==> src/hw/rtl/arpc_pkg.sv <==
// shared types and constants of the arp cache block
package arpc_pkg;

  // cache geometry
  localparam int ENTRIES = 16;
  localparam int IDX_W   = (ENTRIES > 1) ? $clog2(ENTRIES) : 1;
  localparam logic [IDX_W-1:0] LAST_IDX = IDX_W'(ENTRIES - 1);

  // field widths
  localparam int IP_W      = 32;
  localparam int MAC_W     = 48;
  localparam int LEN_W     = 11;
  localparam int HALF_W    = 16;
  localparam int CFG_IDX_W = 8;
  localparam int CFG_DAT_W = 48;

  // packet checks
  localparam logic [LEN_W-1:0]  MIN_ARP_LEN = LEN_W'(28);
  localparam logic [HALF_W-1:0] HW_ETHERNET = 16'h0001;
  localparam logic [HALF_W-1:0] PROTO_IPV4  = 16'h0800;
  localparam logic [HALF_W-1:0] OP_REQUEST  = 16'h0001;

  // operation codes
  localparam logic FUNC_LEARN   = 1'b0;
  localparam logic FUNC_RESOLVE = 1'b1;

  // configuration register indexes
  localparam logic [CFG_IDX_W-1:0] CFG_OWN_IP  = CFG_IDX_W'(0);
  localparam logic [CFG_IDX_W-1:0] CFG_OWN_MAC = CFG_IDX_W'(1);

  // controller states
  typedef enum logic [1:0] {
    ST_IDLE,
    ST_CHECK,
    ST_SCAN,
    ST_FINISH
  } arpc_state_e;

  // controller to datapath
  typedef struct packed {
    logic load;      // capture the accepted transaction
    logic check;     // packet checks and own address compare
    logic scan;      // advance the entry scan
    logic hit;       // act on the matching entry
    logic miss;      // scan ran off the end
    logic out_load;  // move the result into the output register
  } arpc_cmd_t;

  // datapath to controller
  typedef struct packed {
    logic early;     // result known without a scan
    logic match;     // compared entry matches
    logic last;      // compared entry is the last one
    logic out_free;  // output register can take a result
  } arpc_stat_t;

endpackage

==> src/hw/rtl/arpc_ctrl.sv <==
// controller state machine of the arp cache block
module arpc_ctrl (
  input  logic               clk_i,
  input  logic               rst_ni,
  input  logic               in_valid_i,
  output logic               in_stall_o,
  input  arpc_pkg::arpc_stat_t stat_i,
  output arpc_pkg::arpc_cmd_t  cmd_o
);
  import arpc_pkg::*;

  arpc_state_e state_q, state_d;

  // state register
  always_ff @(posedge clk_i or negedge rst_ni) begin
    if (!rst_ni) begin
      state_q <= ST_IDLE;
    end else begin
      state_q <= state_d;
    end
  end

  // next state
  always_comb begin
    state_d = state_q;
    case (state_q)
      ST_IDLE: begin
        if (in_valid_i) state_d = ST_CHECK;
      end
      ST_CHECK: begin
        state_d = stat_i.early ? ST_FINISH : ST_SCAN;
      end
      ST_SCAN: begin
        if (stat_i.match || stat_i.last) state_d = ST_FINISH;
      end
      ST_FINISH: begin
        if (stat_i.out_free) state_d = ST_IDLE;
      end
      default: state_d = ST_IDLE;
    endcase
  end

  // outputs
  always_comb begin
    cmd_o      = '0;
    in_stall_o = 1'b1;
    case (state_q)
      ST_IDLE: begin
        in_stall_o = 1'b0;
        cmd_o.load = in_valid_i;
      end
      ST_CHECK: begin
        cmd_o.check = 1'b1;
      end
      ST_SCAN: begin
        cmd_o.scan = 1'b1;
        cmd_o.hit  = stat_i.match;
        cmd_o.miss = !stat_i.match && stat_i.last;
      end
      ST_FINISH: begin
        cmd_o.out_load = stat_i.out_free;
      end
      default: begin
        cmd_o = '0;
      end
    endcase
  end

endmodule

==> src/hw/rtl/arpc_dp.sv <==
// datapath of the arp cache block: item registers, entry store, result
module arpc_dp (
  input  logic                               clk_i,
  input  logic                               rst_ni,
  // configuration
  input  logic                               cfg_we_i,
  input  logic [arpc_pkg::CFG_IDX_W-1:0]     cfg_index_i,
  input  logic [arpc_pkg::CFG_DAT_W-1:0]     cfg_data_i,
  // input item
  input  logic                               func_i,
  input  logic [arpc_pkg::LEN_W-1:0]         packet_length_i,
  input  logic [arpc_pkg::HALF_W-1:0]        hw_type_i,
  input  logic [arpc_pkg::HALF_W-1:0]        proto_type_i,
  input  logic [arpc_pkg::HALF_W-1:0]        arp_opcode_i,
  input  logic [arpc_pkg::IP_W-1:0]          src_ip_i,
  input  logic [arpc_pkg::MAC_W-1:0]         src_mac_i,
  input  logic [arpc_pkg::IP_W-1:0]          dst_ip_i,
  input  logic [arpc_pkg::IP_W-1:0]          query_ip_i,
  // control
  input  arpc_pkg::arpc_cmd_t                cmd_i,
  output arpc_pkg::arpc_stat_t               stat_o,
  // result
  output logic                               out_valid_o,
  input  logic                               out_stall_i,
  output logic                               dropped_o,
  output logic                               hit_o,
  output logic [arpc_pkg::MAC_W-1:0]         resolved_mac_o,
  output logic                               send_request_o,
  output logic                               send_reply_o,
  output logic [arpc_pkg::IP_W-1:0]          reply_ip_o,
  output logic [arpc_pkg::MAC_W-1:0]         reply_mac_o
);
  import arpc_pkg::*;

  // configuration registers
  logic [IP_W-1:0]  own_ip_q;
  logic [MAC_W-1:0] own_mac_q;

  always_ff @(posedge clk_i or negedge rst_ni) begin
    if (!rst_ni) begin
      own_ip_q  <= '0;
      own_mac_q <= '0;
    end else if (cfg_we_i) begin
      if (cfg_index_i == CFG_OWN_IP)  own_ip_q  <= cfg_data_i[IP_W-1:0];
      if (cfg_index_i == CFG_OWN_MAC) own_mac_q <= cfg_data_i[MAC_W-1:0];
    end
  end

  // captured transaction
  logic             func_q;
  logic             bad_q;
  logic             op_req_q;
  logic [IP_W-1:0]  key_q;
  logic [IP_W-1:0]  tip_q;
  logic [MAC_W-1:0] smac_q;

  always_ff @(posedge clk_i) begin
    if (cmd_i.load) begin
      func_q   <= func_i;
      bad_q    <= (packet_length_i < MIN_ARP_LEN) || (hw_type_i != HW_ETHERNET) ||
                  (proto_type_i != PROTO_IPV4);
      op_req_q <= (arp_opcode_i == OP_REQUEST);
      key_q    <= (func_i == FUNC_RESOLVE) ? query_ip_i : src_ip_i;
      tip_q    <= dst_ip_i;
      smac_q   <= src_mac_i;
    end
  end

  // scan counters: read address and the index of the registered read data
  logic [IDX_W-1:0] rd_idx_q, rd_idx_d;
  logic [IDX_W-1:0] cmp_idx_q;

  always_comb begin
    rd_idx_d = rd_idx_q;
    if (cmd_i.load) begin
      rd_idx_d = '0;
    end else if ((cmd_i.check || cmd_i.scan) && (rd_idx_q != LAST_IDX)) begin
      rd_idx_d = rd_idx_q + IDX_W'(1);
    end
  end

  always_ff @(posedge clk_i or negedge rst_ni) begin
    if (!rst_ni) begin
      rd_idx_q  <= '0;
      cmp_idx_q <= '0;
    end else begin
      rd_idx_q  <= rd_idx_d;
      cmp_idx_q <= rd_idx_q;
    end
  end

  // entry store with registered read
  logic [IP_W-1:0]  ip_mem  [ENTRIES];
  logic [MAC_W-1:0] mac_mem [ENTRIES];
  logic [IP_W-1:0]  rd_ip_q;
  logic [MAC_W-1:0] rd_mac_q;
  logic             learn_we;

  assign learn_we = cmd_i.hit && (func_q == FUNC_LEARN);

  always_ff @(posedge clk_i) begin
    if (learn_we) begin
      ip_mem[cmp_idx_q]  <= key_q;
      mac_mem[cmp_idx_q] <= smac_q;
    end
    rd_ip_q  <= ip_mem[rd_idx_q];
    rd_mac_q <= mac_mem[rd_idx_q];
  end

  // valid bits, cleared at reset
  logic [ENTRIES-1:0] valid_q;

  always_ff @(posedge clk_i or negedge rst_ni) begin
    if (!rst_ni) begin
      valid_q <= '0;
    end else if (learn_we) begin
      valid_q[cmp_idx_q] <= 1'b1;
    end
  end

  // entry compare: learn takes a free or matching slot, resolve a valid match
  logic cur_valid;
  logic ip_eq;
  assign cur_valid = valid_q[cmp_idx_q];
  assign ip_eq     = (rd_ip_q == key_q);

  // output register
  logic             out_valid_q;
  logic             out_free;
  assign out_free = !out_valid_q || !out_stall_i;

  // status
  always_comb begin
    stat_o.early    = (func_q == FUNC_RESOLVE) ? (key_q == own_ip_q) : bad_q;
    stat_o.match    = (func_q == FUNC_RESOLVE) ? (cur_valid && ip_eq)
                                               : (!cur_valid || ip_eq);
    stat_o.last     = (cmp_idx_q == LAST_IDX);
    stat_o.out_free = out_free;
  end

  // staged result
  logic             r_dropped_q;
  logic             r_hit_q;
  logic [MAC_W-1:0] r_mac_q;
  logic             r_req_q;
  logic             r_reply_q;
  logic             reply_now;

  assign reply_now = (func_q == FUNC_LEARN) && !bad_q && op_req_q && (tip_q == own_ip_q);

  always_ff @(posedge clk_i) begin
    if (cmd_i.load) begin
      r_dropped_q <= 1'b0;
      r_hit_q     <= 1'b0;
      r_mac_q     <= '0;
      r_req_q     <= 1'b0;
      r_reply_q   <= 1'b0;
    end else if (cmd_i.check) begin
      r_dropped_q <= (func_q == FUNC_LEARN) && bad_q;
      r_reply_q   <= reply_now;
      if ((func_q == FUNC_RESOLVE) && (key_q == own_ip_q)) begin
        r_hit_q <= 1'b1;
        r_mac_q <= own_mac_q;
      end
    end else if (cmd_i.hit && (func_q == FUNC_RESOLVE)) begin
      r_hit_q <= 1'b1;
      r_mac_q <= rd_mac_q;
    end else if (cmd_i.miss && (func_q == FUNC_RESOLVE)) begin
      r_req_q <= 1'b1;
    end
  end

  // result transaction register
  always_ff @(posedge clk_i or negedge rst_ni) begin
    if (!rst_ni) begin
      out_valid_q <= 1'b0;
    end else if (cmd_i.out_load) begin
      out_valid_q <= 1'b1;
    end else if (!out_stall_i) begin
      out_valid_q <= 1'b0;
    end
  end

  always_ff @(posedge clk_i) begin
    if (cmd_i.out_load) begin
      dropped_o      <= r_dropped_q;
      hit_o          <= r_hit_q;
      resolved_mac_o <= r_mac_q;
      send_request_o <= r_req_q;
      send_reply_o   <= r_reply_q;
      reply_ip_o     <= r_reply_q ? key_q  : '0;
      reply_mac_o    <= r_reply_q ? smac_q : '0;
    end
  end

  assign out_valid_o = out_valid_q;

endmodule

==> src/hw/rtl/arp_cache_learn_resolve.sv <==
// top level of the arp cache block: controller, datapath and ports
//
// A fixed cache of 16 ip-to-mac entries with two operations on one input
// channel. func 0 learns from a parsed arp packet: bad length or type gives
// dropped, otherwise the sender goes into the first free or matching entry
// (a full cache without a match stays as is), and a request for the own ip
// gives send_reply with the requester's addresses. func 1 resolves query_ip:
// own mac for own ip, the cached mac on a hit, else send_request.
// Input and output use valid/stall; the configuration port (own_ip at index
// 0, own_mac at index 1) uses valid/ready and is always ready.
// An item is captured, then checked and, unless no scan is needed (dropped
// packet, own ip), compared against the 16 entries in order until a match
// or the last one; its result then moves into the output register. The
// entry store is scanned one entry per cycle through its single registered
// read port; one item is in work at a time, and the next one is taken the
// cycle after the result has moved into the output register, even while
// that result is still stalled. Reset clears the configuration and all
// valid bits at once; no clearing pass. A stalled result holds until taken
// and holds the next result back.
module arp_cache_learn_resolve (
  input  logic                             clk_i,
  input  logic                             rst_ni,
  // configuration write channel
  input  logic                             cfg_valid_i,
  output logic                             cfg_ready_o,
  input  logic [arpc_pkg::CFG_IDX_W-1:0]   cfg_index_i,
  input  logic [arpc_pkg::CFG_DAT_W-1:0]   cfg_data_i,
  // input channel
  input  logic                             in_valid_i,
  output logic                             in_stall_o,
  input  logic                             func_i,
  input  logic [arpc_pkg::LEN_W-1:0]       packet_length_i,
  input  logic [arpc_pkg::HALF_W-1:0]      hw_type_i,
  input  logic [arpc_pkg::HALF_W-1:0]      proto_type_i,
  input  logic [arpc_pkg::HALF_W-1:0]      arp_opcode_i,
  input  logic [arpc_pkg::IP_W-1:0]        src_ip_i,
  input  logic [arpc_pkg::MAC_W-1:0]       src_mac_i,
  input  logic [arpc_pkg::IP_W-1:0]        dst_ip_i,
  input  logic [arpc_pkg::IP_W-1:0]        query_ip_i,
  // output channel
  output logic                             out_valid_o,
  input  logic                             out_stall_i,
  output logic                             dropped_o,
  output logic                             hit_o,
  output logic [arpc_pkg::MAC_W-1:0]       resolved_mac_o,
  output logic                             send_request_o,
  output logic                             send_reply_o,
  output logic [arpc_pkg::IP_W-1:0]        reply_ip_o,
  output logic [arpc_pkg::MAC_W-1:0]       reply_mac_o
);
  import arpc_pkg::*;

  arpc_cmd_t  cmd;
  arpc_stat_t stat;

  // configuration is always taken
  assign cfg_ready_o = 1'b1;

  // controller
  arpc_ctrl u_ctrl (
    .clk_i      (clk_i),
    .rst_ni     (rst_ni),
    .in_valid_i (in_valid_i),
    .in_stall_o (in_stall_o),
    .stat_i     (stat),
    .cmd_o      (cmd)
  );

  // datapath
  arpc_dp u_dp (
    .clk_i           (clk_i),
    .rst_ni          (rst_ni),
    .cfg_we_i        (cfg_valid_i),
    .cfg_index_i     (cfg_index_i),
    .cfg_data_i      (cfg_data_i),
    .func_i          (func_i),
    .packet_length_i (packet_length_i),
    .hw_type_i       (hw_type_i),
    .proto_type_i    (proto_type_i),
    .arp_opcode_i    (arp_opcode_i),
    .src_ip_i        (src_ip_i),
    .src_mac_i       (src_mac_i),
    .dst_ip_i        (dst_ip_i),
    .query_ip_i      (query_ip_i),
    .cmd_i           (cmd),
    .stat_o          (stat),
    .out_valid_o     (out_valid_o),
    .out_stall_i     (out_stall_i),
    .dropped_o       (dropped_o),
    .hit_o           (hit_o),
    .resolved_mac_o  (resolved_mac_o),
    .send_request_o  (send_request_o),
    .send_reply_o    (send_reply_o),
    .reply_ip_o      (reply_ip_o),
    .reply_mac_o     (reply_mac_o)
  );

endmodule
==> config.mk <==
export PLATFORM = sky130hd
export DESIGN_NAME = arp_cache_learn_resolve
export DESIGN_NICKNAME = d
export VERILOG_FILES = /design/src/hw/rtl/arpc_pkg.sv /design/src/hw/rtl/arpc_ctrl.sv /design/src/hw/rtl/arpc_dp.sv /design/src/hw/rtl/arp_cache_learn_resolve.sv
export SDC_FILE = /design/constraint.sdc
export NUM_CORES = 2
export LEC_CHECK = 0
export ABC_AREA = 1
export BUFFER_PORTS_ARGS = -buffer_cell sky130_fd_sc_hd__buf_2
export CORE_MARGIN = 4
export CORE_UTILIZATION = 55
export CTS_CLUSTER_SIZE = 8
export DETAILED_ROUTE_END_ITERATION = 10
export GPL_TIMING_DRIVEN = 0
export PLACE_DENSITY_LB_ADDON = 0.05
export SLEW_MARGIN = 20
export SYNTH_ARGS = -nofsm -noshare
export SYNTH_HDL_FRONTEND = slang
export SYNTH_SLANG_ARGS = --single-unit
export TNS_END_PERCENT = 100
==> constraint.sdc <==
create_clock -name clk_i -period 24.5 [get_ports clk_i]
set_clock_uncertainty 0.05 [all_clocks]
set_input_delay 4.9 -clock clk_i [delete_from_list [all_inputs] [get_ports clk_i]]
set_output_delay 4.9 -clock clk_i [all_outputs]
set_load 0.02 [all_outputs]
* Word-level counts from Yosys, hierarchy flattened *
Memories as Yosys holds them, arrays and structs flattened. A register that Yosys moved wholly into a read port is not among the register bits.
Index checks and enable logic that the tools add are counted.

storage, ports and cells
  bits in writable memories = 1,280
  memories = 2
  input port bits = 265
  register bits after elaboration = 406
  output and inout bits = 135
  logic and storage cells = 113

memory list
  name          depth  bits a word  rd ports  clocked after Yosys merged registers in  write ports  RTL line       text
  u_dp.mac_mem  16     48           1         1                                        1            arpc_dp.sv:94  logic [MAC_W-1:0] mac_mem [ENTRIES];
  u_dp.ip_mem   16     32           1         1                                        1            arpc_dp.sv:93  logic [IP_W-1:0] ip_mem [ENTRIES];

cells by class
  magnitude comparators = 3
  bitwise operators = 4
  $add $sub $neg = 1
  muxes and demuxes = 29
  reductions and logical operators = 32
  eq/ne operators = 17

operator list
  kind                                                  count
  two-way mux 48 bit                                    3
  == test 32 bit                                        3
  two-way mux 32 bit                                    1
  == test 16 x 1 -> 1 bit (second input constant)       1
  two-way mux 1 bit                                     16
  != test 16 x 1 -> 1 bit (second input constant)       1
  != test 16 x 12 -> 1 bit (second input constant)      1
  bitwise OR 16 bit                                     1
  logical AND 1 bit                                     12
  < comparator 11 x 5 -> 1 bit (second input constant)  1
  == test 8 x 1 -> 1 bit (second input constant)        1
  logical NOT 8 bit                                     1
  two-way mux 4 bit                                     2
  one-hot mux 2 bit (4 select lines)                    1
  logical OR 1 bit                                      6
  two-way mux 2 bit                                     3
  != test 2 x 1 -> 1 bit (second input constant)        3
  AND reduction 2 bit                                   3
  AND reduction 3 bit                                   2
  logical NOT 1 bit                                     5
  < comparator 4 x 5 -> 1 bit (second input constant)   1
  adder 4 x 1 -> 4 bit (second input constant)          1
  binary-select mux 1 bit (select 4 bit)                1
  demux 1 bit (select 4 bit)                            1
  other kinds (10)                                      15

* Longest topological paths before layout *
  word-level depth = 12
  mapped depth = 15
  mapped depth without buffers = 14

* Modules after synthesis *
Synthesis repeated with hierarchy kept, for this count alone.

second synthesis, totals
  cells, all modules = 5,298
  area total of the unflattened synthesis = 67,951.4 µm²

modules (own cells, without submodules)
  module                   area each (µm²)  seq. area each (µm²)  cells each  instances
  arpc_dp                  67,692.4         51,124.0              5,257       1
  arpc_ctrl                247.7            50.0                  39          1
  arp_cache_learn_resolve  11.3             0.0                   2           1

* Worst setup path after synthesis *
Ideal clock, no wire load.

  kind = input to register
  start point = in out_stall_i
  end point = reg u_dp.dropped_o, enable pin
  data arrival time = 11.273 ns
  data required time = 23.784 ns
  setup time = 0.666 ns
  buffers on the path = 0
  stages on the path = 1
  path slack = 12.510 ns
  path through = a21oi_1

on the way
  longest elaborated chain between the ends = 3

ends and longest elaborated chain
  item                  RTL line                       text
  start, declared       arp_cache_learn_resolve.sv:42  input logic out_stall_i,
  logical NOT 1 bit     arpc_dp.sv:130                 assign out_free = !out_valid_q || !out_stall_i;
  logical OR 1 bit      arpc_dp.sv:130
  two-way mux 1 bit     arpc_ctrl.sv:47                case (state_q)
  end signal, assigned  arpc_dp.sv:186                 dropped_o <= r_dropped_q;
  end, declared         arpc_dp.sv:25                  output logic dropped_o,

Every way passes these cells.
A chain may end at the register's enable or synchronous reset.

* Worst setup path in the final report *
  start point = reg u_ctrl.state_q[0]
  end point = out in_stall_o

on the way
  longest elaborated chain between the ends = 2

ends and longest elaborated chain
  item                    RTL line                       text
  start, declared         arpc_ctrl.sv:12                arpc_state_e state_q, state_d;
  start signal, assigned  arpc_ctrl.sv:19                state_q <= state_d;
  logical NOT 2 bit       arpc_ctrl.sv:47
  two-way mux 1 bit       arpc_ctrl.sv:47
  end, declared           arp_cache_learn_resolve.sv:30  output logic in_stall_o,

Every way passes these cells.

==> results.md <==
* Outcome: finished clean
* Area after DPL at 73700 µm²
* Period utilisation layout at 0.277
* Initial antenna violation count at 9
* DP HPWL at 144 mm
* Pin count of the biggest net entering global routing at 77
* Synth Instances at 5500
* Area growth syn-to-layout at 17.4%
* Worst-Margin Slew at 1.21 ns
* Cell area after synthesis at 68700 µm²
* CP required at 19.55 ns
* Post-Place Cells at 7581
* Critical Path Source: u_ctrl.state_q[0]
* Startpoint types: flip-flop
* Total GRT Usage at 0.322
* Pre-antenna DRT Iters at 6
* End point of the critical path: in_stall_o
* Setup ws final at 17.72 ns
* Num CTS Buffers at 239
* Post-Route Setup TNS at 0 ns
* Root Driver: clkbuf_16
* Synth cell types at 40
* ANT nets after route at 0
* Number of port buffers at 396
* Final Cell Area at 80600 µm²
* Final Setup Violations at 0
* Final count of hold timing violations at 0
* Initial Utilization at 0.555
* CTS Hold Bufs at 0
* Util after Layout at 0.651
* GP Congestion at 0.924
* Hold WC Path Type: reg2reg
* Sink Count at 1766
* Die W at 361 µm
* Clk_lat worst skew at 0.84 ns
* Post-Syn Nets at 5771
* DIE AREA at 131000 µm²
* Power, Total at 9.67 mW
* First-pass GRT wire length at 305 mm
* GRT overflow at 0
* Flop2flop setup slack at 20.18 ns
* Crit path max fanout at 5
* Worst Setup End Kind: output pin
* Detailed Route Iter0 Violations at 5845
* Vias in the first global route at 45373
* Total number of vias at 47439
* Vias per cell at 5.94
* Routed WL at 214 mm
* CTS tree: built
* Nets at 6457
* Layout cells sized above 1 at 0.141
* Clk buf depth at 3
* Critical path arrival at 1.83 ns
* Max-slew violations at 0
* YS warnings at 0
* FMAX at 148 MHz
* Hold Slack at 0.339 ns
* Layout Cells excl Fill at 7991
* Post-CTS setup buffer count at 0
* Reg2reg end: u_dp.mac_mem[5][36]
* H-tree lvl count at 4
* Pwr/cell area at 120 nW/µm²
* CTS resizes at 0
* Site Rows at 129
* Clock Pin Slew Worst Setup and Hold Paths at 0.05 ns
* Synth Register Bits at 1766
* Io pins at 400
* Reg2reg start: u_dp.key_q[23]
* Relative slew slack at 0.196
* Minimum clock period at 6.78 ns
* Pleak at 29.6 nW
* Core Region at 124000 µm²
* Pre-CTS setup slack at 17.53 ns
* # DRC at 0
* VDD IR-drop max at 78.7 µV
* Register area share after synthesis at 0.745
* R2R depth at 19
* MaxCap Viol Count at 0
* DR WL/cell at 26.8 µm
* Die Ht at 361 µm
* RSZ-0062 raised after global routing: false
* Crit Path Category: reg2out
* Synth Area per Inst at 12.5 µm²
==> per-layer routing <==
| metal | global-route usage | part of all wire | vias up |
|---|---|---|---|
| met5 | 0 | 0.000061 | - |
| met4 | 0.134 | 0.043 | 2 |
| met3 | 0.0617 | 0.091 | 475 |
| met2 | 0.523 | 0.48 | 2626 |
| met1 | 0.432 | 0.39 | 23330 |
| li1 | - | - | 21006 |
==> Yosys cell counts (all sizes together) <==
master,count,area [µm²]
nand4,13,87.6
nor4,16,100
a21oi,55,388
nor4b,1,8.76
clkbuf,249,935
inv,327,1230
dfxtp,132,2640
and2,2,12.5
o211ai,34,255
dfrtp,107,2680
o22ai,194,1210
ha,6,75.1
nand3b,2,15.0
o221ai,127,1110
nor3b,1,7.51
o31ai,1,7.51
a211oi,1,7.51
mux2,48,541
nand3,206,1040
conb,1,3.75
xnor2,24,210
xor2,21,184
a211o,1,8.76
o21ai,712,3560
nor3,5,25.0
buf,75,420
edfxtp,1527,45900
nand2,814,3060
clkinv,2,7.51
nor2,792,2980
or2,4,25.0
==> worst min-delay path by stage <==
stage                          start  cells past startpoint           endpoint
finish              u_dp.rd_idx_q[2]                      0  u_dp.cmp_idx_q[2]
global route        u_dp.rd_idx_q[2]                      0  u_dp.cmp_idx_q[2]
CTS                 u_dp.rd_idx_q[2]                      0  u_dp.cmp_idx_q[2]
detailed placement  u_dp.rd_idx_q[2]                      0  u_dp.cmp_idx_q[2]
global placement    u_dp.rd_idx_q[2]                      0  u_dp.cmp_idx_q[2]
floorplan           u_dp.rd_idx_q[2]                      0  u_dp.cmp_idx_q[2]
==> cell families after synthesis <==
group,synth area share
other,0.0000546
AND/OR/NAND/NOR,0.107
buffers and inverters,0.0377
multiplexers,0.00787
AO/OA/AOI/OAI,0.0955
flip-flops,0.745
XOR/XNOR,0.00574
adder cells (fa/ha/maj),0.00109
==> final cells by class <==
class                   instances  area [µm²]
inverters                     329        1320
diodes                          7        17.5
clock inverters                14         258
multi-input cells            3081       14900
flip-flops and latches       1766       51200
clock buffers                 388        6580
plain buffers                 324        1370
well taps                    1637        2050
repair buffers                445        2920
fillers                      9395       43200
==> critical path, stage by stage, from the launching register on <==
cell and delay [ns]:
dfrtp_1 0.42, inv_1 0.10, ha_1 0.23, inv_1 0.08, buf_2 0.16
==> power breakdown <==
part / leakage (nW) / total, mW / internal [mW] / switching [mW]
sequential: 16.4 / 3.89 / 3.62 / 0.271
combinational: 10.0 / 2.75 / 0.708 / 2.04
clock: 3.25 / 3.04 / 1.81 / 1.23
total: 29.6 / 9.67 / 6.13 / 3.54
==> flip-flops by register name, summed over array words and instances, names as in the netlist, 2 cells and up <==
signal and flops:
u_dp.smac_q 48, u_dp.own_mac_q 48, u_dp.own_ip_q 32, u_dp.reply_mac_o 48, u_dp.cmp_idx_q 4, u_dp.key_q 32
u_dp.ip_mem 512, u_dp.tip_q 32, u_dp.rd_idx_q 4, u_dp.rd_ip_q 32, u_dp.resolved_mac_o 48, u_ctrl.state_q 2
u_dp.rd_mac_q 48, u_dp.valid_q 16, u_dp.reply_ip_o 32, u_dp.mac_mem 768, u_dp.r_mac_q 48
==> placed cells by master, fill, tap and decap left out, drive strengths merged, types with 2 or more instances in the layout <==
master / synthesis / final
xor2: 21 / 21
edfxtp: 1527 / 1527
o21ai: 712 / 712
dfrtp: 107 / 107
nor4: 16 / 16
nand3: 206 / 206
o211ai: 34 / 34
nor2: 792 / 792
inv: 327 / 334
clkinv: 2 / 9
nand3b: 2 / 2
nor3: 5 / 5
clkbuf: 249 / 637
ha: 6 / 6
nand2: 814 / 814
a21oi: 55 / 55
diode: 0 / 7
o221ai: 127 / 127
buf: 75 / 520
xnor2: 24 / 24
dfxtp: 132 / 132
and2: 2 / 2
o22ai: 194 / 194
nand4: 13 / 13
or2: 4 / 4
mux2: 48 / 48
No activity file was read; power rests on OpenSTA's default activity.
